### src/rtl/core/cc20_pkg.sv
// Package of shared types and constants for the ChaCha20 stream XOR block.
`default_nettype none

package cc20_pkg;

    localparam int DOUBLE_ROUNDS = 10;
    localparam int HALF_ROUNDS   = 2 * DOUBLE_ROUNDS;
    localparam int RND_W         = $clog2(HALF_ROUNDS);

    localparam logic [31:0] SIGMA_0 = 32'h6170_7865;
    localparam logic [31:0] SIGMA_1 = 32'h3320_646e;
    localparam logic [31:0] SIGMA_2 = 32'h7962_2d32;
    localparam logic [31:0] SIGMA_3 = 32'h6b20_6574;

    localparam int CFG_IDX_W = 3;

    localparam logic [CFG_IDX_W-1:0] REG_KEY_PART_0   = 3'd0;
    localparam logic [CFG_IDX_W-1:0] REG_KEY_PART_1   = 3'd1;
    localparam logic [CFG_IDX_W-1:0] REG_KEY_PART_2   = 3'd2;
    localparam logic [CFG_IDX_W-1:0] REG_KEY_PART_3   = 3'd3;
    localparam logic [CFG_IDX_W-1:0] REG_NONCE_LOW    = 3'd4;
    localparam logic [CFG_IDX_W-1:0] REG_NONCE_HIGH   = 3'd5;
    localparam logic [CFG_IDX_W-1:0] REG_START_COUNTER = 3'd6;

    localparam logic [1:0] STEP_AB16 = 2'd0;
    localparam logic [1:0] STEP_CD12 = 2'd1;
    localparam logic [1:0] STEP_AB8  = 2'd2;
    localparam logic [1:0] STEP_CD7  = 2'd3;

    typedef logic [15:0][31:0] blk_t;

    typedef struct packed {
        logic       capture;
        logic       load_init;
        logic       round_en;
        logic [1:0] step;
        logic       diag;
        logic       feed;
        logic       emit_direct;
        logic       emit_held;
    } dp_cmd_t;

    typedef struct packed {
        logic need_block;
        logic slot_free;
    } dp_sts_t;

endpackage

`default_nettype wire

### src/rtl/core/cc20_dp.sv
// Datapath with configuration registers, round state, counters and output register.
`default_nettype none

module cc20_dp (
    input  wire logic                            clk,
    input  wire logic                            rst_n,
    input  wire logic                            cfg_valid,
    input  wire logic [cc20_pkg::CFG_IDX_W-1:0]  cfg_index,
    input  wire logic [63:0]                     cfg_data,
    input  wire logic [7:0]                      in_byte,
    input  wire logic                            last_byte,
    output logic                                 out_valid,
    input  wire logic                            out_ready,
    output logic [7:0]                           out_byte,
    output logic                                 out_last,
    input  wire cc20_pkg::dp_cmd_t               cmd,
    output cc20_pkg::dp_sts_t                    sts
);
    import cc20_pkg::*;

    logic [63:0] key0_reg, key1_reg, key2_reg, key3_reg, nonce_lo_reg;
    logic [31:0] nonce_hi_reg, start_ctr_reg;
    logic [31:0] blk_ctr_reg, blk_ctr_next;
    logic [5:0]  pos_reg;
    logic        in_msg_reg;
    logic        out_valid_reg;
    logic [7:0]  out_byte_reg;
    logic        out_last_reg;
    logic [7:0]  hold_byte_reg;
    logic        hold_last_reg;
    blk_t        w_reg, w_next, init_vec;
    logic [31:0] ctr_use, ctr_sel, word_sel;
    logic [7:0]  ks_byte, src_byte;
    logic        src_last, emit;

    function automatic logic [31:0] rotl(input logic [31:0] x, input int r);
        return (x << r) | (x >> (32 - r));
    endfunction

    assign ctr_use = in_msg_reg ? blk_ctr_reg : start_ctr_reg;
    assign ctr_sel = cmd.load_init ? ctr_use : blk_ctr_reg;

    always_comb
    begin
        init_vec[0]  = SIGMA_0;
        init_vec[1]  = SIGMA_1;
        init_vec[2]  = SIGMA_2;
        init_vec[3]  = SIGMA_3;
        init_vec[4]  = key0_reg[31:0];
        init_vec[5]  = key0_reg[63:32];
        init_vec[6]  = key1_reg[31:0];
        init_vec[7]  = key1_reg[63:32];
        init_vec[8]  = key2_reg[31:0];
        init_vec[9]  = key2_reg[63:32];
        init_vec[10] = key3_reg[31:0];
        init_vec[11] = key3_reg[63:32];
        init_vec[12] = ctr_sel;
        init_vec[13] = nonce_lo_reg[31:0];
        init_vec[14] = nonce_lo_reg[63:32];
        init_vec[15] = nonce_hi_reg;
    end

    always_comb
    begin
        logic [3:0]  ia, ib, ic, id;
        logic [31:0] sum;
        ia     = '0;
        ib     = '0;
        ic     = '0;
        id     = '0;
        sum    = '0;
        w_next = w_reg;
        if (cmd.load_init)
        begin
            w_next = init_vec;
        end
        else if (cmd.round_en)
        begin
            for (int l = 0; l < 4; l++)
            begin
                ia = {2'b00, 2'(l)};
                ib = {2'b01, (2'(l) + {1'b0, cmd.diag})};
                ic = {2'b10, (2'(l) + {cmd.diag, 1'b0})};
                id = {2'b11, (2'(l) + {cmd.diag, cmd.diag})};
                case (cmd.step)
                    STEP_AB16:
                    begin
                        sum        = w_reg[ia] + w_reg[ib];
                        w_next[ia] = sum;
                        w_next[id] = rotl(w_reg[id] ^ sum, 16);
                    end
                    STEP_CD12:
                    begin
                        sum        = w_reg[ic] + w_reg[id];
                        w_next[ic] = sum;
                        w_next[ib] = rotl(w_reg[ib] ^ sum, 12);
                    end
                    STEP_AB8:
                    begin
                        sum        = w_reg[ia] + w_reg[ib];
                        w_next[ia] = sum;
                        w_next[id] = rotl(w_reg[id] ^ sum, 8);
                    end
                    default:
                    begin
                        sum        = w_reg[ic] + w_reg[id];
                        w_next[ic] = sum;
                        w_next[ib] = rotl(w_reg[ib] ^ sum, 7);
                    end
                endcase
            end
        end
        else if (cmd.feed)
        begin
            for (int i = 0; i < 16; i++)
            begin
                w_next[i] = w_reg[i] + init_vec[i];
            end
        end
    end

    always_comb
    begin
        blk_ctr_next = blk_ctr_reg;
        if (cmd.load_init)
        begin
            blk_ctr_next = ctr_use;
        end
        else if (cmd.feed)
        begin
            blk_ctr_next = blk_ctr_reg + 32'd1;
        end
    end

    assign word_sel = w_reg[pos_reg[5:2]];
    assign ks_byte  = 8'(word_sel >> {pos_reg[1:0], 3'b000});
    assign src_byte = cmd.emit_held ? hold_byte_reg : in_byte;
    assign src_last = cmd.emit_held ? hold_last_reg : last_byte;
    assign emit     = cmd.emit_direct || cmd.emit_held;

    assign sts.need_block = (pos_reg == 6'd0);
    assign sts.slot_free  = !out_valid_reg || out_ready;

    always_ff @(posedge clk or negedge rst_n)
    begin
        if (!rst_n)
        begin
            key0_reg      <= '0;
            key1_reg      <= '0;
            key2_reg      <= '0;
            key3_reg      <= '0;
            nonce_lo_reg  <= '0;
            nonce_hi_reg  <= '0;
            start_ctr_reg <= '0;
        end
        else if (cfg_valid)
        begin
            unique case (cfg_index)
                REG_KEY_PART_0:    key0_reg      <= cfg_data;
                REG_KEY_PART_1:    key1_reg      <= cfg_data;
                REG_KEY_PART_2:    key2_reg      <= cfg_data;
                REG_KEY_PART_3:    key3_reg      <= cfg_data;
                REG_NONCE_LOW:     nonce_lo_reg  <= cfg_data;
                REG_NONCE_HIGH:    nonce_hi_reg  <= cfg_data[31:0];
                REG_START_COUNTER: start_ctr_reg <= cfg_data[31:0];
                default:
                begin
                end
            endcase
        end
    end

    always_ff @(posedge clk or negedge rst_n)
    begin
        if (!rst_n)
        begin
            blk_ctr_reg   <= '0;
            pos_reg       <= '0;
            in_msg_reg    <= 1'b0;
            out_valid_reg <= 1'b0;
        end
        else
        begin
            blk_ctr_reg <= blk_ctr_next;
            if (emit)
            begin
                out_valid_reg <= 1'b1;
                pos_reg       <= src_last ? 6'd0 : pos_reg + 6'd1;
                in_msg_reg    <= !src_last;
            end
            else if (out_ready)
            begin
                out_valid_reg <= 1'b0;
            end
        end
    end

    always_ff @(posedge clk)
    begin
        w_reg <= w_next;
        if (cmd.capture)
        begin
            hold_byte_reg <= in_byte;
            hold_last_reg <= last_byte;
        end
        if (emit)
        begin
            out_byte_reg <= src_byte ^ ks_byte;
            out_last_reg <= src_last;
        end
    end

    assign out_valid = out_valid_reg;
    assign out_byte  = out_byte_reg;
    assign out_last  = out_last_reg;

    a_emit_slot: assert property (@(posedge clk) disable iff (!rst_n)
        (cmd.emit_direct || cmd.emit_held) |-> (!out_valid_reg || out_ready))
        else $error("result written over one that was not taken");

    a_load_at_block_start: assert property (@(posedge clk) disable iff (!rst_n)
        cmd.load_init |-> (pos_reg == 6'd0))
        else $error("block generated in mid-block");

    a_counter_advance: assert property (@(posedge clk) disable iff (!rst_n)
        cmd.feed |=> (blk_ctr_reg == $past(blk_ctr_reg) + 32'd1))
        else $error("block counter did not advance after a block");

    a_stall_hold: assert property (@(posedge clk) disable iff (!rst_n)
        (out_valid_reg && !out_ready) |=> (out_valid_reg && $stable(out_byte_reg)
            && $stable(out_last_reg)))
        else $error("stalled result changed");

endmodule

`default_nettype wire

### config.mk
export PLATFORM = sky130hd
export DESIGN_NAME = cc20_dp
export DESIGN_NICKNAME = d
export VERILOG_FILES = /design/src/rtl/core/cc20_pkg.sv /design/src/rtl/core/cc20_dp.sv
export SDC_FILE = /design/constraint.sdc
export NUM_CORES = 2
export LEC_CHECK = 0
export BUFFER_PORTS_ARGS = -buffer_cell sky130_fd_sc_hd__buf_2
export CAP_MARGIN = 20
export CORE_MARGIN = 1
export CORE_UTILIZATION = 25
export CTS_BUF_LIST = sky130_fd_sc_hd__clkbuf_16
export CTS_CLUSTER_SIZE = 20
export DETAILED_ROUTE_END_ITERATION = 8
export HOLD_SLACK_MARGIN = 0.12
export PLACE_DENSITY = 0.36
export SYNTH_ARGS = -nofsm -noshare
export SYNTH_HDL_FRONTEND = slang
export SYNTH_SLANG_ARGS = --single-unit
### constraint.sdc
create_clock -name clk -period 11.5 [get_ports clk]
set_input_delay 1.15 -clock clk [delete_from_list [all_inputs] [get_ports clk]]
set_output_delay 1.15 -clock clk [all_outputs]
set_load 0.03 [all_outputs]
==> flow_summary.toml <==
[synthesis]
synth_ff_type = "dfrtp_1"
syn-instance-count = 11310
syn_area_sq_um = 97820
yosysSeqAreaShare_pct = 25.81
async_reset_ff_share_pct = 44.44
yosysTopAreaCell = "edfxtp_1"
synth_top_area_share_pct = 12.34
ys_top_cells_by_area = "edfxtp_1, dfrtp_1, ha_1"
ys_warn_count = 0
synth.distinct_cells = 113
synthTopCellsByCount = "a21oi_1, nand2_1, nor2_1"
synth_edf_count = 402
syn_nets = 12046
synth-seq-cells = 954
yosysMostFrequentCell = "a21oi_1"
syn_avg_cell_area_sq_um = 8.649

[grt]
met2_usage_pct = 57.37
grt_start_max_net_pins = 106
grtUsageMet1_pct = 50.49
grt_pass1_vias = 97429
grt_use_met3_pct = 11.08
grt_pass1_wl_mm = 1034
globalRoute.busiestLayer = "met2"
grt.overflow.total = 0
antenna_found_initial = 154
grt_usage_pct = 39.98

[cells_and_area]
largest_reg_flops = 508
area.growth.synth_to_final_pct = 14.31
layout-drive-gt1-share_pct = 16.35
final_util_pct = 28.72
num-nets-final = 12165
final_cells = 16833

[outcome]
status = "finished, violations left"
violations = "design-rule violations"

[power]
p_leak_uw = 0.04460
vdd_drop_max_mv = 0.1585
power_density_nw_per_um2 = 413.1
power_uw = 46190

[placement]
place.gp.congestion = 1.077
placedCellCount = 16452
portBuffers = 100
dpl.hpwl_mm = 651.0

[timing]
tns_ns = 0
relSlewSlack_pct = 10.59
finalHoldViolations = 0
tightest_slew_ns = 1.332
fin_hold_ws_ns = 0.4425
post-route-period-util_pct = 68.10
fmax_mhz = 127.7
min_period_ns = 7.831
rsz0062_at_grt = "false"
setup_viol_count_final = 0
maxSlewViolCount = 0
skew_ns = 0.1112

[die]
ioPinCount = 101
die_x_um = 627.5
core_area_sq_um = 389400
die_h_um = 627.5
dieArea_sq_um = 393800
fp-row-count = 229
start_util_pct = 25.12

[worst_hold_path]
hp-class = "in2reg"

[worst_setup_path]
cp.arrival_ns = 8.44
cp_max_fo = 54
path_class = "in2reg"
worst_ep_required_time_ns = 12.11
end_kind = "flop"
critPathLaunchType = "input port"

[routing]
detail_route.wl_per_cell_um = 48.30
drt_iter0_drc = 15323
via_per_inst = 6.360
vias = 107059
ant_nets = 0
firstDrtPassIters = 9
wl_mm = 813.1
drc = 20

[cts]
cts_tree = "done"
numCtsBuffers = 150
clkSinkCount = 954
clock_path_buffers = 4
clk_pin_slew_ns = 0.06
ctsHtreeMaxLevel = 4
cts-root-buf = "clkbuf_16"
clk_latency_ns = 0.98

[flow_run]
maxCapViolCount = 0
-- where the power goes --
part           total (uW)  internal (uW)  switching [uW]  leakage [uW]
Sequential           7050           4730            2320        0.0104
Clock                4670           2540            2130       0.00239
Combinational       34500          10100           24400        0.0318
-- worst max-delay path: stages --
cell and delay [ns]:
buf_8 0.27, buf_4 0.64, buf_4 0.75, mux2_2 0.54, ha_1 0.44, a21o_1 0.20, a21o_1 0.19, a21oi_1 0.30
nor2_1 0.15, nor4_2 0.80, nand2_1 0.30, xor2_2 0.94, mux2i_1 0.23, xnor2_1 0.21, buf_4 0.20, o21ai_0 0.60
o311ai_0 0.28
-- area by class of cell --
| class | count | area (sq um) |
|---|---|---|
| sequential | 954 | 25260 |
| inverter | 336 | 1301 |
| clock inverter | 115 | 654.4 |
| clock buffer | 157 | 3929 |
| tap | 5197 | 6502 |
| fill | 41409 | 277600 |
| antenna | 87 | 217.7 |
| timing repair buffer | 627 | 4793 |
| multi-input combinational | 9360 | 69160 |
-- routing by layer --
metal / part of all wire, % / vias to the layer above
li1: - / 43251
met1: 40 / 54863
met2: 41 / 7063
met3: 9.6 / 1822
met4: 9.2 / 60
met5: 0.054 / -
-- what timing repair did --
| action | CTS | global route |
|---|---|---|
| hold buffers | 1 | 0 |
| endpoints found under the setup margin | 0 | 0 |
| setup buffers | 0 | 0 |
| gates resized for setup | 0 | 0 |
| endpoints found under the hold margin | 1 | 0 |
-- final timing paths --
| kind | cells past startpoint | startpoint | slack [ns] | to |
|---|---|---|---|---|
| setup / recovery | 17 | cmd[3] | 3.67 | w_reg[199] |
| hold / removal | 1 | in_byte[4] | 0.44 | hold_byte_reg[4] |
| setup reg to reg | 15 | w_reg[425] | 4.50 | w_reg[201] |
| hold reg to reg | 2 | flop | 0.49 | flop |
| max in group asynchronous | 4 | rst_n | 8.77 | blk_ctr_reg[11] |
| min in group asynchronous | 2 | rst_n | 0.73 | key3_reg[49] |
-- stage by stage --
step | area [sq um] | worst slack (ns)
2_1_floorplan | 97820 | 4.455
3_3_place_gp | 106500 | 2.776
3_5_place_dp | 106800 | 3.066
4_1_cts | 111400 | 4.026
5_1_grt | 111600 | 3.857
6_report | 111800 | 3.669
-- logic make-up after synthesis --
family	Yosys count	share of synthesized area, %
adder cells (fa/ha/maj)	647	8.429
flip-flops	954	25.81
buffers and inverters	996	3.931
XOR/XNOR	872	8.066
AO/OA/AOI/OAI	3869	26.07
multiplexers	1139	14.32
AND/OR/NAND/NOR	2833	13.38
-- placed cells by master, fill, tap and decap left out, types with 87 or more instances in the layout --
master     instances
dfxtp_1          128
a21o_1           278
xor2_1           290
a211oi_1         222
ha_1             627
buf_4            489
nor2_1           818
nand2b_1         100
nand2_1          886
nor3_1           219
dfrtp_1          419
and3_1            98
o21a_1           134
o21ai_0          804
clkbuf_16        157
nor2b_1           91
a21oi_1         1001
a31oi_1          142
mux2i_1          306
o22ai_1          119
diode_2           87
inv_1            362
buf_2             97
o211ai_1         142
nand3_1          193
mux2_2           691
mux4_2           139
xnor2_1          547
edfxtp_1         402
No activity file was read; power rests on OpenSTA's default activity.
