[src/rtl/core/cc20_pkg.sv]
// Package of shared types and constants for the ChaCha20 stream XOR block.
`default_nettype none

package cc20_pkg;

    localparam int DOUBLE_ROUNDS = 10;
    localparam int HALF_ROUNDS   = 2 * DOUBLE_ROUNDS;
    localparam int RND_W         = $clog2(HALF_ROUNDS);

    localparam logic [31:0] SIGMA_0 = 32'h6170_7865;
    localparam logic [31:0] SIGMA_1 = 32'h3320_646e;
    localparam logic [31:0] SIGMA_2 = 32'h7962_2d32;
    localparam logic [31:0] SIGMA_3 = 32'h6b20_6574;

    localparam int CFG_IDX_W = 3;

    localparam logic [CFG_IDX_W-1:0] REG_KEY_PART_0   = 3'd0;
    localparam logic [CFG_IDX_W-1:0] REG_KEY_PART_1   = 3'd1;
    localparam logic [CFG_IDX_W-1:0] REG_KEY_PART_2   = 3'd2;
    localparam logic [CFG_IDX_W-1:0] REG_KEY_PART_3   = 3'd3;
    localparam logic [CFG_IDX_W-1:0] REG_NONCE_LOW    = 3'd4;
    localparam logic [CFG_IDX_W-1:0] REG_NONCE_HIGH   = 3'd5;
    localparam logic [CFG_IDX_W-1:0] REG_START_COUNTER = 3'd6;

    localparam logic [1:0] STEP_AB16 = 2'd0;
    localparam logic [1:0] STEP_CD12 = 2'd1;
    localparam logic [1:0] STEP_AB8  = 2'd2;
    localparam logic [1:0] STEP_CD7  = 2'd3;

    typedef logic [15:0][31:0] blk_t;

    typedef struct packed {
        logic       capture;
        logic       load_init;
        logic       round_en;
        logic [1:0] step;
        logic       diag;
        logic       feed;
        logic       emit_direct;
        logic       emit_held;
    } dp_cmd_t;

    typedef struct packed {
        logic need_block;
        logic slot_free;
    } dp_sts_t;

endpackage

`default_nettype wire

[src/rtl/core/cc20_ctrl.sv]
// Controller state machine that sequences block generation and byte transfers.
`default_nettype none

module cc20_ctrl (
    input  wire logic             clk,
    input  wire logic             rst_n,
    input  wire logic             in_valid,
    output logic                  in_ready,
    input  wire cc20_pkg::dp_sts_t sts,
    output cc20_pkg::dp_cmd_t     cmd
);
    import cc20_pkg::*;

    localparam logic [1:0] S_IDLE  = 2'd0;
    localparam logic [1:0] S_ROUND = 2'd1;
    localparam logic [1:0] S_FEED  = 2'd2;
    localparam logic [1:0] S_OUT   = 2'd3;

    logic [1:0]       state_reg, state_next;
    logic [1:0]       step_reg, step_next;
    logic [RND_W-1:0] rnd_reg, rnd_next;
    logic             accept;

    assign in_ready = (state_reg == S_IDLE) && sts.slot_free;
    assign accept   = in_valid && in_ready;

    always_comb
    begin
        state_next = state_reg;
        step_next  = step_reg;
        rnd_next   = rnd_reg;
        cmd        = '0;
        cmd.step   = step_reg;
        cmd.diag   = rnd_reg[0];
        unique case (state_reg)
            S_IDLE:
            begin
                if (accept)
                begin
                    cmd.capture = 1'b1;
                    if (sts.need_block)
                    begin
                        cmd.load_init = 1'b1;
                        step_next     = STEP_AB16;
                        rnd_next      = '0;
                        state_next    = S_ROUND;
                    end
                    else
                    begin
                        cmd.emit_direct = 1'b1;
                    end
                end
            end
            S_ROUND:
            begin
                cmd.round_en = 1'b1;
                step_next    = step_reg + 2'd1;
                if (step_reg == STEP_CD7)
                begin
                    if (rnd_reg == RND_W'(HALF_ROUNDS - 1))
                    begin
                        state_next = S_FEED;
                    end
                    else
                    begin
                        rnd_next = rnd_reg + RND_W'(1);
                    end
                end
            end
            S_FEED:
            begin
                cmd.feed   = 1'b1;
                state_next = S_OUT;
            end
            S_OUT:
            begin
                if (sts.slot_free)
                begin
                    cmd.emit_held = 1'b1;
                    state_next    = S_IDLE;
                end
            end
            default:
            begin
                state_next = S_IDLE;
            end
        endcase
    end

    always_ff @(posedge clk or negedge rst_n)
    begin
        if (!rst_n)
        begin
            state_reg <= S_IDLE;
            step_reg  <= STEP_AB16;
            rnd_reg   <= '0;
        end
        else
        begin
            state_reg <= state_next;
            step_reg  <= step_next;
            rnd_reg   <= rnd_next;
        end
    end

    a_round_count_done: assert property (@(posedge clk) disable iff (!rst_n)
        (state_reg == S_FEED) |-> ($past(rnd_reg) == RND_W'(HALF_ROUNDS - 1)
            && $past(step_reg) == STEP_CD7))
        else $error("feed-forward entered before all rounds ran");

    a_one_emit: assert property (@(posedge clk) disable iff (!rst_n)
        !(cmd.emit_direct && cmd.emit_held))
        else $error("two result sources selected at once");

    a_ready_only_idle: assert property (@(posedge clk) disable iff (!rst_n)
        in_ready |-> (state_reg == S_IDLE))
        else $error("input offered a transfer while a block was being computed");

endmodule

`default_nettype wire

[config.mk]
export PLATFORM = sky130hd
export DESIGN_NAME = cc20_ctrl
export DESIGN_NICKNAME = d
export VERILOG_FILES = /design/src/rtl/core/cc20_pkg.sv /design/src/rtl/core/cc20_ctrl.sv
export SDC_FILE = /design/constraint.sdc
export NUM_CORES = 1
export LEC_CHECK = 0
export BUFFER_PORTS_ARGS = -buffer_cell sky130_fd_sc_hd__buf_2
export CORE_MARGIN = 4
export CORE_UTILIZATION = 41
export CTS_CLUSTER_DIAMETER = 80
export CTS_CLUSTER_SIZE = 8
export DETAILED_ROUTE_END_ITERATION = 10
export PLACE_DENSITY = 0.63
export SYNTH_ARGS = -nofsm -noshare
export SYNTH_HDL_FRONTEND = slang
export SYNTH_SLANG_ARGS = --single-unit
[constraint.sdc]
create_clock -name clk -period 1.8 [get_ports clk]
set_input_delay 0.36 -clock clk [delete_from_list [all_inputs] [get_ports clk]]
set_output_delay 0.36 -clock clk [all_outputs]
set_load 0.02 [all_outputs]
==> metrics.cfg, run 1 <==
[run_status]
status = complete, no violations

[detailed_routing]
wl_per_cell_um = 11.8
routed_via_density = 5.15
num_vias = 541
drt_pass1_iterations = 4
drc = 0
drt_wl_total_um = 1240
drtIter0Drc = 4
postRouteAntennaNets = 0

[critical_path]
startpoint_type = flop
path_class = flop to primary output
critPathArrivalTime_ns = 1.37
cp_slowest_stage_delay_ns = 0.42
crit_required_ns = 1.44
critical-path-top-delay-family = flip-flops
cp_slowest_cell = dfrtp_1
cp.buffers_inverters = 2
crit_path_cell_trace = inv_2 > ha_4 > and3_4 > nor2b_1 > buf_4
crit_path_end_kind = primary output
critPathMaxFanout = 6

[clock_network]
cts_max_level = 1
tritoncts = built
root_buffer = clkbuf_4
cts.clk_slew.worst_paths_ns = 0.07
cts_inserted_buffers = 3
cts_num_sinks = 9
cts_buffer_depth = 2
worstSkewPairLatency_ns = 0.26

[synth]
syn_area_sq_um = 616
yosysTopAreaCellShare_pct = 36.6
synthMuxAreaShare_pct = 3.46
synth_seq_cells = 9
seq_area_frac_synth_pct = 36.6
synth_xor_area_share_pct = 0
synth_simple_gate_area_share_pct = 29.5
netlist_instances = 68
ys.warnings.count = 0
yosysTopAreaCell = dfrtp_1
synth_area_leaders = dfrtp_1 37%, ha_1 14%, nand2_1 5.5%, a211o_1 4.3%, and3_1 4.1%
syn_nets = 80
synth-compound-area-share_pct = 11.0
ys_types = 24
synth_top_family_by_area = simple AND/OR/NAND/NOR gates
synthAdderAreaFrac_pct = 14.2
avgSynthCellArea_sq_um = 9.05

[placed_design]
portBuffers = 14
dp.cells = 97
hpwl_um = 962
place_congestion = 0.732
postPlaceCellArea_sq_um = 709

[floorplanning]
fp.dieH_um = 46.8
initial_core_util_pct = 45.6
die_w_um = 46.8
core-area_sq_um = 1350
dieArea_sq_um = 2190
ios = 15
rows = 13

[job]
drv_cap = 0

[finish]
antenna_cells = 0
area_growth_pct = 28.3
num-nets-final = 103
layout-drive-gt1-share_pct = 34.4
finalCoreUtilization_pct = 58.5
fin_cells = 105
largest_register_ffs = 5
fillerInstances = 119
final_area_sq_um = 790

[global_routing]
grt_max_degree = 10
grt_pass1_wl_um = 2050
grt_usage_pct = 13.8
grt_overflow = 0
grt_pass1_vias = 478
grt_antenna_before_repair = 0

[pwr]
ir_drop_uv = 361
p_leak_nw = 0.418
p_per_area_nw_per_um2 = 470

[sta]
rsz0062_at_grt = yes
setup_viol = 0
fmax_ghz = 0.577
maxSlewViolCount = 0
final_hold_viol_count = 0
slew_headroom_pct = 75.1
fin_hold_ws_ns = 0.465
finClkSkew_ns = 0.00416
fin_tns_setup_ns = 0
max_slew.worst_pin.slew_ns = 0.370
min_period_ns = 1.73
period_share_pct = 96.2

[worst_hold_path]
hp-class = input port to async pin

==> repair_timing <==
action	4_1_cts	5_1_grt
pin swaps	1	2
hold endpoints to repair	9	0
gates cloned	0	0
setup buffers	0	3
endpoints found under the setup margin	2	1
hold buffers	1	0
resized for setup	4	2
==> power breakdown <==
group          switching (mW)  leakage [nW]  internal (mW)  total (mW)
sequential                  0         0.106          0.202       0.202
combinational         0.00718         0.294        0.00484      0.0120
clock                  0.0751        0.0177         0.0821       0.157
==> layer usage <==
layer  GRT usage [%]  share of wire (%)
met5               0                  0
met4            6.63               0.81
met3            6.90                7.5
met2            21.4                 43
met1            16.0                 48
==> worst paths after layout <==
| kind | start | end | slack (ns) | cells after the start |
|---|---|---|---|---|
| setup / recovery | state_reg[1] | cmd[1] | 0.07 | 5 |
| hold / removal | rst_n | rnd_reg[2] | 0.47 | 2 |
| setup reg to reg | rnd_reg[0] | state_reg[1] | 0.17 | 5 |
| hold reg to reg | step_reg[1] | step_reg[1] | 0.51 | 2 |
| max in group asynchronous | rst_n | state_reg[0] | 1.15 | 2 |
| min in group clk | step_reg[1] | step_reg[1] | 0.51 | 2 |
==> layout by cell type, fill, tap and decap left out, types with 2 or more instances in the layout <==
cell type	netlist	final
ha_1	7	6
nand3_1	4	4
dfrtp_1	9	9
a211o_1	3	3
clkbuf_4	0	3
inv_1	4	2
nand4_1	2	2
nor3_1	2	2
nand2_1	9	9
and3_1	4	3
o21ai_0	3	3
and2_1	2	2
nor2_1	3	3
buf_2	2	13
inv_2	0	2
nand2b_1	3	3
buf_4	1	7
nor4_1	2	2
==> stage by stage <==
step	power, mW	setup WS, ns
detailed placement	0.217	0.0542
CTS	0.382	0.0300
floorplan	0.207	0.0196
global route	0.396	-0.0270
global placement	0.217	0.106
finish	0.371	0.0675
==> kinds of logic (layout without fill, tap and decap cells) <==
| group | after synthesis | count (layout) |
|---|---|---|
| flops | 9 | 9 |
| fa+ha+maj | 7 | 7 |
| simple gates | 34 | 34 |
| compound gates | 9 | 9 |
| mux | 2 | 2 |
| buf+inv | 7 | 29 |
==> synthesized netlist by cell type, drive strengths merged <==
master and number:
dfrtp 9, nand2 9, ha 7, and3 4, inv 4, nand3 4, a211o 3, buf 3
nand2b 3, nor2 3, o21ai 3, and2 2, nand4 2, nor3 2, nor4 2, a21oi 1
and4 1, mux2 1, mux2i 1, nor2b 1, o2111ai 1, o221ai 1, or4 1
==> cell type report <==
cell class / instances / area [sq um] / area share, %
multi-input cells: 52 / 375 / 47.5
flip-flops and latches: 9 / 225 / 28.5
repair buffers: 21 / 128 / 16.2
clock buffers: 3 / 22.5 / 2.85
well taps: 15 / 18.8 / 2.38
inverters: 4 / 15.0 / 1.90
clock inverters: 1 / 5.00 / 0.634
Note: power is estimated with default switching activity, not from simulation.
==> run 2, diff against run 1 <==
- CTS_BUF_LIST: default -> sky130_fd_sc_hd__clkbuf_8
- PLACE_DENSITY: 0.63 -> 0.7
==> run 2 against run 1 <==
Cell count is 0.95% higher. Clock skew is 0.00087 ns lower. Highest routed layer unchanged. Design area is 3.6% higher. Critical path depth is 1 higher. Hold slack better by 0.036 ns. Core utilization is 2.1 points higher. Total power is 22% higher. Register-to-register slack worse by 0.06 ns. Clock power is 51% higher. Maximum frequency is 2.7% lower. Non-clock buffer count is 1 higher. Flip-flop and latch count stayed put.
==> metrics.cfg, run 2 (synthesis gave the netlist of run 1 again) <==
[detailed_routing]
drtIter0Drc = 8  ; was 4
routed_via_density = 5.40  ; was 5.15
postRouteAntennaNets = 0  ; unchanged
drc = 0  ; unchanged
drt_pass1_iterations = 4  ; unchanged
drt_wl_total_um = 1400  ; was 1240 um
wl_per_cell_um = 13.2  ; was 11.8 um
num_vias = 572  ; was 541

[pwr]
p_leak_nw = 0.433  ; was 0.418 nW
p_int_mw = 0.359  ; was 0.289 mW
power_switching_mw = 0.0930  ; was 0.0823 mW
finalPower_mw = 0.452  ; was 0.371 mW
p_per_area_nw_per_um2 = 552  ; was 470 nW/um^2
ir_drop_uv = 383  ; was 361 uV
clkPwrFrac_pct = 52.4  ; was 42.3%
seq_power_share_pct = 44.9  ; was 54.4%
pwr-share-comb_pct = 2.7  ; was 3.2%
p_sw_share_pct = 20.6  ; was 22.2%

[clock_network]
cts_inserted_buffers = 3  ; unchanged
worstSkewPairLatency_ns = 0.24  ; was 0.26 ns
tritoncts = built  ; unchanged
cts_num_sinks = 9  ; unchanged
root_buffer = clkbuf_8  ; was clkbuf_4
cts_max_level = 1  ; unchanged
cts.clk_slew.worst_paths_ns = 0.05  ; was 0.07 ns
cts_buffer_depth = 2  ; unchanged

[finish]
fin_cells = 106  ; was 105
layout-drive-gt1-share_pct = 34.1  ; was 34.4%
area_growth_pct = 32.9  ; was 28.3%
layout_common_cells = 13 x buf_2, 9 x nand2_1, 9 x dfrtp_1  ; unchanged
antenna_cells = 0  ; unchanged
fillerInstances = 123  ; was 119
regArea_sq_um = 225  ; unchanged
finalCoreUtilization_pct = 60.6  ; was 58.5%
largest_register_ffs = 5  ; unchanged
multiInputGateArea_sq_um = 378  ; was 375 sq um
num-nets-final = 104  ; was 103
mostFrequentLayoutCell = buf_2  ; unchanged

[sta]
setup_viol = 0  ; unchanged
layout_setup_ws_ns = 0.0192  ; was 0.0675 ns
fin_hold_ws_ns = 0.502  ; was 0.465 ns
min_period_ns = 1.78  ; was 1.73 ns
final_hold_viol_count = 0  ; unchanged
fmax_ghz = 0.562  ; was 0.577 GHz
slew_headroom_pct = 73.7  ; was 75.1%
maxSlewViolCount = 0  ; unchanged
max_slew.worst_pin.slew_ns = 0.390  ; was 0.370 ns
rsz0062_at_grt = yes  ; unchanged
finClkSkew_ns = 0.00329  ; was 0.00416 ns
period_share_pct = 98.9  ; was 96.2%

[critical_path]
crit_path_cell_trace = inv_2 > ha_4 > buf_4 > and3_1 > nor2b_1 > buf_4  ; was inv_2 > ha_4 > and3_4 > nor2b_1 > buf_4
cp_slowest_stage_delay_ns = 0.39  ; was 0.42 ns
crit_top_cell = buf_4
startpoint_type = flop  ; unchanged
cp_slowest_cell = dfrtp_1  ; unchanged
crit_required_ns = 1.44  ; about the same
critPathMaxFanout = 4  ; was 6
critPathArrivalTime_ns = 1.42  ; was 1.37 ns
path_class = flop to primary output  ; unchanged
crit_path_end_kind = primary output  ; unchanged

[floorplanning]
fp.dieH_um = 46.8  ; unchanged
rows = 13  ; unchanged
initial_core_util_pct = 45.6  ; unchanged
dieArea_sq_um = 2190  ; unchanged
die_w_um = 46.8  ; unchanged
core-area_sq_um = 1350  ; unchanged
ios = 15  ; unchanged

[global_routing]
grt_overflow = 0  ; unchanged
grt_pass1_wl_um = 2260  ; was 2050 um
grt_max_degree = 14  ; was 10
grt_pass1_vias = 510  ; was 478
grt_usage_pct = 15.0  ; was 13.8%
grt_antenna_before_repair = 0  ; unchanged

[placed_design]
pre_cts_ws_ns = 0.0359  ; was 0.0542 ns
place_congestion = 0.766  ; was 0.732
portBuffers = 14  ; unchanged
hpwl_um = 984  ; was 962 um
dp.cells = 97  ; unchanged

[run_status]
status = complete, no violations  ; unchanged

[job]
drv_cap = 0  ; unchanged

[worst_hold_path]
hp-class = input port to async pin  ; unchanged

run 2: changes by cell type in the layout (fill, tap and decap cells not counted):
cell and delta:
clkbuf_8 +3, and3_4 -1, clkbuf_4 -3, a21oi_2 -1, buf_4 +1, and3_1 +1, a21oi_4 +1
run 2: power by group through the flow:
| stage | Clock [mW] | Sequential (mW) | Combinational (mW) |
|---|---|---|---|
| 2_1_floorplan | 0 | 0.206 | 0.000559 |
| 3_3_place_gp | 0 | 0.206 | 0.0107 |
| 3_5_place_dp | 0 | 0.206 | 0.0108 |
| 4_1_cts | 0.244 | 0.203 | 0.0124 |
| 5_1_grt | 0.253 | 0.203 | 0.0136 |
| 6_report | 0.237 | 0.203 | 0.0122 |
run 2: worst paths after layout:
kind / start / depth (start not counted) / end / slack, ns
worst max-delay path: state_reg[1] / 6 / cmd[1] / 0.02
worst min-delay path: rst_n / 2 / rnd_reg[3] / 0.50
worst max register to register: state_reg[1] / 5 / state_reg[1] / 0.11
worst min register to register: step_reg[1] / 2 / step_reg[1] / 0.52
max in group asynchronous: rst_n / 2 / rnd_reg[1] / 1.12
min in group clk: step_reg[1] / 2 / step_reg[1] / 0.52
run 2: worst max-delay path: cells and delay by family (launching register included):
kind          cells  cell delay, ns
fa+ha+maj         1            0.14
buf+inv           3            0.36
flops             1            0.39
simple gates      2            0.29
run 2: cell type report:
| class | instances | share of cell area, % |
|---|---|---|
| inverter | 4 | 1.83 |
| tap | 15 | 2.29 |
| clock inverter | 1 | 0.612 |
| multi-input combinational | 52 | 46.2 |
| sequential | 9 | 27.5 |
| clock buffer | 3 | 5.05 |
| timing repair buffer | 22 | 16.5 |
run 2: metrics by stage:
step	area [sq um]	setup TNS (ns)
4_1_cts	793	0
6_report	818	0
2_1_floorplan	616	0
3_5_place_dp	709	0
5_1_grt	818	-0.0546
3_3_place_gp	709	0
run 2: what timing repair did:
action	CTS	global route
gates cloned	0	0
hold endpoints to repair	9	0
endpoints found under the setup margin	1	4
hold buffers	1	0
buffers inserted	3	1
gates resized for setup	4	2
run 2: layer usage:
metal / global-route usage (%) / share of wire, %
met1: 20.1 / 49
met2: 22.0 / 40
met3: 4.98 / 8.9
met4: 6.63 / 2.6
met5: 0 / 0
==> run 3, diff against run 2 <==
- CORE_MARGIN: 4 -> default
- REMOVE_ABC_BUFFERS: default -> 1
==> run 3 against run 2 <==
Via count down 7.3%. Sequential power about the same. Core utilization down 1.9 points. Register-to-register slack better by 0.05 ns. Clock-buffer cell count unchanged. Combinational power down 4%. First-iteration DRC count unchanged. Maximum frequency up 4.0%. Sequential share of layout area up 0.91 points. Largest cell class unchanged. Highest routed layer is now met3.
==> metrics.cfg, run 3 (synthesis gave the netlist of run 1 again) <==
[run_status]
status = complete, no violations  ; unchanged

[worst_hold_path]
hold_end = step_reg[1]
hold_path_startpoint = step_reg[1]
hp-class = flop to flop  ; was input port to async pin
hold_depth = 2

[sta]
finClkSkew_ns = 0.000849  ; was 0.00329 ns
setup_viol = 0  ; unchanged
max_slew.worst_pin.slew_ns = 0.352  ; was 0.390 ns
period_share_pct = 95.1  ; was 98.9%
slew_headroom_pct = 76.3  ; was 73.7%
final_hold_viol_count = 0  ; unchanged
min_period_ns = 1.71  ; was 1.78 ns
maxSlewViolCount = 0  ; unchanged
fmax_ghz = 0.584  ; was 0.562 GHz
fin_hold_ws_ns = 0.505  ; was 0.502 ns
layout_setup_ws_ns = 0.0881  ; was 0.0192 ns
fin_tns_setup_ns = 0  ; unchanged
rsz0062_at_grt = no  ; was yes

[global_routing]
grt_pass1_wl_um = 1760  ; was 2260 um
grt_antenna_before_repair = 0  ; unchanged
grt_pass1_vias = 442  ; was 510
grt_overflow = 0  ; unchanged
grt_max_degree = 10  ; was 14
grt_usage_pct = 16.6  ; was 15.0%

[placed_design]
portBuffers = 14  ; unchanged
dp.cells = 97  ; unchanged
place_congestion = 0.743  ; was 0.766
pre_cts_ws_ns = 0.0301  ; was 0.0359 ns
postPlaceCellArea_sq_um = 709  ; unchanged
hpwl_um = 900  ; was 984 um

[detailed_routing]
drc = 0  ; unchanged
drtIter0Drc = 8  ; unchanged
num_vias = 530  ; was 572
wl_per_cell_um = 11.3  ; was 13.2 um
postRouteAntennaNets = 0  ; unchanged
routed_via_density = 5.10  ; was 5.40
drt_pass1_iterations = 2  ; was 4
drt_wl_total_um = 1170  ; was 1400 um

[critical_path]
r2r_start = state_reg[0]  ; was state_reg[1]
critical-path-top-delay-family = flip-flops  ; unchanged
cp_slowest_cell = dfrtp_1  ; unchanged
r2r-end = rnd_reg[0]  ; was state_reg[1]
path_class = flop to primary output  ; unchanged
ff2ff_path_depth = 6  ; was 5
critPathMaxFanout = 6  ; was 4
cp_slowest_stage_delay_ns = 0.41  ; was 0.39 ns
cp.buffers_inverters = 2  ; was 3
r2r_slack_ns = 0.16  ; was 0.11 ns
crit_path_end_kind = primary output  ; unchanged
startpoint_type = flop  ; unchanged
crit_path_cell_trace = inv_2 > ha_4 > and3_1 > nor2b_1 > buf_2  ; was inv_2 > ha_4 > buf_4 > and3_1 > nor2b_1 > buf_4
critPathArrivalTime_ns = 1.35  ; was 1.42 ns
crit_required_ns = 1.44  ; about the same

[clock_network]
cts_buffer_depth = 2  ; unchanged
cts_num_sinks = 9  ; unchanged
tritoncts = built  ; unchanged
cts_inserted_buffers = 3  ; unchanged
worstSkewPairLatency_ns = 0.23  ; was 0.24 ns
cts_max_level = 1  ; unchanged
cts.clk_slew.worst_paths_ns = 0.04  ; was 0.05 ns
root_buffer = clkbuf_8  ; unchanged

[pwr]
p_int_mw = 0.356  ; was 0.359 mW
power_switching_mw = 0.0833  ; was 0.0930 mW
clkPwrFrac_pct = 51.1  ; was 52.4%
seq_power_share_pct = 46.2  ; was 44.9%
p_per_area_nw_per_um2 = 555  ; was 552 nW/um^2
pwr-share-comb_pct = 2.7  ; about the same
p_leak_nw = 0.425  ; was 0.433 nW
p_sw_share_pct = 18.9  ; was 20.6%
ir_drop_uv = 537  ; was 383 uV

[floorplanning]
fp.dieH_um = 40.8  ; was 46.8 um
core-area_sq_um = 1350  ; unchanged
initial_core_util_pct = 45.6  ; unchanged
die_w_um = 40.8  ; was 46.8 um
rows = 13  ; unchanged
ios = 15  ; unchanged
dieArea_sq_um = 1660  ; was 2190 sq um

[finish]
layout_common_cells = 14 x buf_2, 9 x nand2_1, 9 x dfrtp_1  ; was 13 x buf_2, 9 x nand2_1, 9 x dfrtp_1
fin_cells = 104  ; was 106
area_growth_pct = 28.7  ; was 32.9%
fillerInstances = 124  ; was 123
mostFrequentLayoutCell = buf_2  ; unchanged
antenna_cells = 0  ; unchanged
largest_register_ffs = 5  ; unchanged
layout-drive-gt1-share_pct = 31.5  ; was 34.1%
final_area_sq_um = 792  ; was 818 sq um
num-nets-final = 102  ; was 104

[job]
drv_cap = 0  ; unchanged

run 3: metal layers:
metal | vias to the layer above | part of all wire [%] | global-route usage, %
met1 | 241 | 51 | 21.1
met2 | 6 | 46 | 24.6
met3 | 0 | 2.4 | 6.52
met5 | - | 0 | 0
met4 | 0 | 0 | 7.50
li1 | 283 | - | -
run 3: tightest hold or removal path, cell delays in order (launching register included):
cell,delay (ns)
dfrtp_1,0.35
nand2_1,0.05
o21ai_0,0.06
run 3: stage by stage:
stage                     total power, mW  util, %
after global placement              0.216     52.5
after floorplan                     0.207        -
after global routing                0.464     58.7
after CTS                           0.446     57.6
final                               0.439     58.7
after detailed placement            0.217     52.5
run 3: worst max-delay path by stage:
stage,to,from,cells after the start
3_3_place_gp,rnd_reg[0],state_reg[0],6
6_report,cmd[1],state_reg[0],5
5_1_grt,cmd[1],state_reg[1],5
3_5_place_dp,rnd_reg[0],state_reg[0],6
4_1_cts,cmd[1],state_reg[1],5
2_1_floorplan,state_reg[1],state_reg[1],5
run 3: power groups by stage:
stage	sequential, mW	clock [mW]	combinational (mW)
finish	0.203	0.225	0.0117
global placement	0.206	0	0.0104
floorplan	0.206	0	0.000559
detailed placement	0.206	0	0.0105
CTS	0.203	0.230	0.0122
global route	0.203	0.248	0.0133
run 3: final cells by class:
type                    count  area, sq um  share of cell area [%]
inverters                   4         15.0                    1.90
multi-input cells          52          370                    46.8
flip-flops and latches      9          225                    28.4
clock buffers               3         41.3                    5.21
clock inverters             1         3.75                   0.474
well taps                  15         18.8                    2.37
repair buffers             20          118                    14.8
run 3: timing repair:
| action | CTS | global route |
|---|---|---|
| resized for setup | 3 | 1 |
| gates cloned | 0 | 0 |
| buffers inserted | 0 | 2 |
| hold buffers | 1 | 0 |
| hold endpoints to repair | 9 | 0 |
| setup endpoints to repair | 2 | 3 |
